File: src/hdl/cil_pkg.sv
package cil_pkg;

	// Curve store geometry.
	localparam int MAX_SAMPLES = 256;
	localparam int ADDR_W      = $clog2(MAX_SAMPLES);
	localparam int CNT_W       = $clog2(MAX_SAMPLES + 1);

	// Field widths.
	localparam int DATA_W   = 32;
	localparam int INDEX_W  = 8;
	localparam int COUNT_W  = 9;
	localparam int FRAC_W   = 16;
	localparam int WEIGHT_W = FRAC_W + 1;

	// One store entry holds the value in the upper half and the time in the lower half.
	localparam int ENTRY_W = 2 * DATA_W;

	// Configuration port.
	localparam int PADDR_W = 2;
	localparam int PDATA_W = 32;

	// Item kinds.
	localparam logic KIND_LOAD  = 1'b0;
	localparam logic KIND_QUERY = 1'b1;

	// Weight of exactly 1.0 in Q1.16.
	localparam logic [WEIGHT_W-1:0] WEIGHT_ONE = WEIGHT_W'(1) << FRAC_W;

	typedef logic [ADDR_W-1:0] addr_t;

endpackage

File: src/hdl/cil_div.sv
module cil_div (
	input  logic                        clk,
	input  logic                        arst_n,
	input  logic                        start,
	input  logic [cil_pkg::DATA_W-1:0]  dividend,
	input  logic [cil_pkg::DATA_W-1:0]  divisor,
	output logic                        done,
	output logic [cil_pkg::FRAC_W-1:0]  quotient
);

	import cil_pkg::*;

	localparam int STEP_W = $clog2(FRAC_W + 1);

	// Restoring division, one quotient bit per cycle. The dividend is known to be
	// below the divisor, so the quotient of (dividend << FRAC_W) fits FRAC_W bits.
	logic [DATA_W-1:0] rem_q;
	logic [DATA_W-1:0] div_q;
	logic [FRAC_W-1:0] quot_q;
	logic [STEP_W-1:0] steps_q;
	logic              run_q;
	logic              done_q;
	logic [DATA_W:0]   shifted;
	logic              fits;

	assign shifted = {rem_q, 1'b0};
	assign fits    = shifted >= {1'b0, div_q};

	always_ff @(posedge clk or negedge arst_n) begin
		if (!arst_n) begin
			run_q   <= 1'b0;
			done_q  <= 1'b0;
			steps_q <= '0;
		end else begin
			done_q <= 1'b0;
			if (start) begin
				run_q   <= 1'b1;
				steps_q <= STEP_W'(FRAC_W);
			end else if (run_q) begin
				steps_q <= steps_q - STEP_W'(1);
				if (steps_q == STEP_W'(1)) begin
					run_q  <= 1'b0;
					done_q <= 1'b1;
				end
			end
		end
	end

	always_ff @(posedge clk) begin
		if (start) begin
			rem_q  <= dividend;
			div_q  <= divisor;
			quot_q <= '0;
		end else if (run_q) begin
			rem_q  <= fits ? DATA_W'(shifted - {1'b0, div_q}) : DATA_W'(shifted);
			quot_q <= {quot_q[FRAC_W-2:0], fits};
		end
	end

	assign done     = done_q;
	assign quotient = quot_q;

endmodule

File: config.mk
export PLATFORM = sky130hd
export DESIGN_NAME = cil_div
export DESIGN_NICKNAME = d
export VERILOG_FILES = /design/src/hdl/cil_pkg.sv /design/src/hdl/cil_div.sv
export SDC_FILE = /design/constraint.sdc
export NUM_CORES = 1
export LEC_CHECK = 0
export BUFFER_PORTS_ARGS = -buffer_cell sky130_fd_sc_hd__buf_4
export CAP_MARGIN = 20
export CORE_MARGIN = 3
export CORE_UTILIZATION = 58
export DETAILED_ROUTE_END_ITERATION = 10
export GPL_ROUTABILITY_DRIVEN = 0
export HOLD_SLACK_MARGIN = 0.12
export PLACE_DENSITY = 0.84
export SLEW_MARGIN = 20
export SYNTH_ARGS = -nofsm -noshare
export SYNTH_HDL_FRONTEND = slang
export SYNTH_SLANG_ARGS = --single-unit
File: constraint.sdc
create_clock -name clk -period 3.45 [get_ports clk]
set_clock_uncertainty 0.05 [all_clocks]
set_input_delay 0.345 -clock clk [delete_from_list [all_inputs] [get_ports clk]]
set_output_delay 0.345 -clock clk [all_outputs]
set_load 0.01 [all_outputs]
# == Word-level counts from Yosys, hierarchy flattened ==
# Index checks and enable logic that the tools add are counted.
# op_classes
add_sub_neg,2
magnitude_cmp,1
n_eq_ne,1
muxes,11
reduce_logical,1
# ops
operator,n
$mux 32,3
$ge 33x32->1,1
$sub 32x32->32,1
$mux 5,2
$mux 1,6
$eq 5x1->1 const B,1
$sub 5x1->5 const B,1
$reduce_bool 2->1,1
# word_totals
register_bits,87
in_bits,67
output_inout_bits,17
elab_cells,22

# == Depth between registers and ports, before layout ==
# logic_depth
ltp_word,4
ltp_mapped,13
ltp_nobuf,11

# == Least setup slack after synthesis ==
# No wires, ideal clock.
# synth_timing
path_kind,register to register
start,reg rem_q[3]
end,reg rem_q[13] (data pin)
setup_ps,269
arrival_time_ps,2564
t_required_ps,3131
slack_ps,567
stages_incl_launch_ff,12
n_path_buf,1
period_less_slack_ps,2883
path_cell_list,edfxtp_1 -> ha_1 -> a21o_1 -> a211o_1 -> o21a_4 -> a211oi_4 -> o31ai_4 -> a211oi_4 -> nor2_4 -> buf_6 -> mux2i_1 -> o21ai_0
# synth_via
elab_chain_len,4
word_cells_on_any_way,5
classes_between,1 x add/sub; 1 x order compare; 3 x mux
# synth_lines
item,line,rtl
"start, declared",cil_div.sv:17,logic [DATA_W-1:0] rem_q;
"start signal, assigned",cil_div.sv:51,rem_q <= dividend;
"start signal, assigned",cil_div.sv:55,"rem_q <= fits ? DATA_W'(shifted - {1'b0, div_q}) : DATA_W'(shifted);"
$sub 32x32->32 or $ge 33x32->1 (tied branches),"cil_div.sv:55, cil_div.sv:27",
$mux 32 *,cil_div.sv:55,
$mux 32 *,cil_div.sv:54,end else if (run_q) begin
$mux 32 *,cil_div.sv:50,if (start) begin
# Mark *: on every way between the ends. The rest lies on a longest branch, timed or not. The select of a mux whose other input is x is not followed.
# A chain may end at the register's enable or synchronous reset.

# == Worst setup path in the final report ==
# layout_timing
start,reg rem_q[3]
end,reg rem_q[28] (data pin)
# The elaborated chain is that of the path after synthesis.

==> impl_metrics.json <==
{
  "critPathLaunchType": "register",
  "cp.required_ns": 3.53,
  "status": "complete, no violations",
  "synth_edf_count": 64,
  "ir_drop_mv": 0.503,
  "fin_crit_ns": 3.28,
  "wl_um": 12400,
  "design_area_um2": 6690,
  "fillers": 622,
  "path_class": "register to register",
  "ant_nets": 0,
  "grt_overflow": 0,
  "num_rows": 34,
  "place_area_um2": 6140,
  "critPathArrivalTime_ns": 3.37,
  "final_cell_mix": "88 x buf_4, 64 x edfxtp_1, 55 x nand2_1, 50 x nor2_1, 42 x mux2i_1",
  "hold_path.class": "input port to register",
  "max_freq_mhz": 304,
  "grt_pass1_vias": 4524,
  "cts_buffers": 9,
  "critPathMaxFanout": 23,
  "grt_max_degree": 79,
  "fp.coreArea_um2": 8930,
  "fin_nets": 768,
  "htree_levels": 3,
  "die_h_um": 103,
  "portBuffers": 83,
  "slowest_delay_ns": 0.41,
  "async_reset_ff_frac": 0.0805,
  "worstMarginPinSlew_ns": 0.827,
  "dpl.hpwl_um": 8590,
  "clk_pin_slew_worst_paths_ns": 0.11,
  "layout_worst_path_cycle_share": 0.952,
  "crit_buf_inv": 1,
  "synth_warnings": 0,
  "drcViolationCount": 0,
  "multiInputGateArea_um2": 2780,
  "avgSynthCellArea_um2": 9.83,
  "setup_tns_ns": 0,
  "firstDrtPassIters": 5,
  "max_cap_violations": 0,
  "synth_flop_cell": "edfxtp_1",
  "setup_violations": 0,
  "leakage_uw": 0.00308,
  "syn_to_final_growth_pct": 22.9,
  "setup.worst_path.end_class": "register",
  "root_buffer": "clkbuf_8",
  "fin_ws_ns": 0.165,
  "syn_area_um2": 5450,
  "die_w_um": 103,
  "crit_chain": "ha_1 > a21o_1 > a211o_1 > o21a_4 > a211oi_4 > o31ai_4 > a211oi_4 > nor2_4 > buf_6 > o21a_1 > a22o_1",
  "cts.sinks": 87,
  "whs_ns": 0.183,
  "slew_headroom": 0.448,
  "ys_seq_elements": 87,
  "rsz0062_at_grt": "false",
  "seqCellArea_um2": 2420,
  "layout_commonest_cell": "buf_4",
  "antenna_found_initial": 0,
  "start_util": 0.610,
  "cp_top_family": "compound AO/OA/AOI/OAI gates",
  "drive_gt1_frac": 0.177,
  "vias": 4496,
  "grt_pass1_wl_um": 20300,
  "crit_top_cell": "a211oi_4",
  "dieArea_um2": 10600,
  "grt_usage": 0.243,
  "finish.utilization": 0.749,
  "slew_viol_final": 0,
  "hold_violations": 0,
  "pre_cts_ws_ns": 0.184,
  "ys_seq_area_frac": 0.444,
  "cts_tree": "done",
  "clk_latency_ns": 0.38,
  "wl_per_cell_um": 16.0,
  "cpMaxStageDelayCell": "edfxtp_1",
  "yosysUniqueCellTypes": 61,
  "ios": 84,
  "n_antenna_cell": 0,
  "synthesis.nets": 656,
  "via_per_inst": 5.77,
  "netlist_instances": 554,
  "detail_route.iter0.violations": 351,
  "power.density_nw_per_um2": 844,
  "cts_buffer_depth": 2
}
## layer usage
layer	wire length [µm]	global-route usage	vias to the layer above
met1	5300	0.299	2108
met4	297	0.0986	0
met5	0	0	-
li1	-	-	2213
met3	651	0.0501	29
met2	6200	0.416	146
## final timing paths
path	start	end	slack, ns	depth (start not counted)
worst max register to register	rem_q[3]	rem_q[28]	0.17	11
min in group asynchronous	arst_n	steps_q[2]	0.25	2
max in group asynchronous	arst_n	steps_q[0]	2.98	2
worst min register to register	quotient[7]	quotient[7]	0.49	2
worst min-delay path	dividend[7]	rem_q[7]	0.18	3
worst max-delay path	rem_q[3]	rem_q[28]	0.17	11
## registers in the layout, summed over array words and instances, names as in the netlist
signal	flops
quotient	16
done	1
div_q	32
run_q	1
steps_q	5
rem_q	32
## logic make-up (layout without fill, tap and decap cells)
group | count (synthesis) | after routing | synth area share
AND/OR/NAND/NOR | 152 | 152 | 0.127
AO/OA/AOI/OAI | 145 | 145 | 0.171
flip-flops | 87 | 87 | 0.444
buffers and inverters | 62 | 179 | 0.0476
multiplexers | 43 | 43 | 0.0799
adder cells (fa/ha/maj) | 35 | 35 | 0.0818
XOR/XNOR | 30 | 30 | 0.0482
## synthesized netlist by cell type (all sizes together), types with 11 or more instances
| cell | instances | area, µm² |
|---|---|---|
| inv | 41 | 154 |
| a21o | 12 | 90.1 |
| nor2 | 51 | 199 |
| o21ai | 50 | 254 |
| mux2i | 42 | 420 |
| nand2 | 55 | 206 |
| a21oi | 40 | 204 |
| edfxtp | 64 | 1920 |
| clkbuf | 13 | 48.8 |
| ha | 34 | 425 |
| xnor2 | 19 | 166 |
| xor2 | 11 | 96.3 |
| dfxtp | 16 | 320 |
## metrics by stage
step	instances	power [µW]
3_5_place_dp	729	4810
5_1_grt	779	6070
6_report	779	5650
2_1_floorplan	554	4160
3_3_place_gp	729	4680
4_1_cts	778	5600
## worst register-to-register path, delay by kind of cell, from the launching register on
family	cells	cell delay (ns)
adders and majority gates	1	0.38
and+or+nand+nor	1	0.08
buffers and inverters	1	0.21
AOI/OAI and AO/OA	8	1.90
DFF	1	0.41
## cell type report
cell class              count  share of cell area
well taps                 108              0.0202
flip-flops and latches     87               0.361
repair buffers            122               0.150
inverters                  41              0.0230
clock inverters             7              0.0125
multi-input cells         405               0.415
clock buffers               9              0.0185
## power breakdown
part | switching (µW) | total (µW) | internal, µW
clock | 449 | 741 | 293
combinational | 1830 | 3290 | 1450
sequential | 164 | 1620 | 1460
total | 2450 | 5650 | 3200
## what timing repair did
action / CTS / global route
hold endpoints to repair: 39 / 0
gates resized for setup: 0 / 2
setup endpoints to repair: 0 / 1
buffers inserted: 0 / 1
hold buffers: 33 / 0
Note: power is estimated with default switching activity, not from simulation.
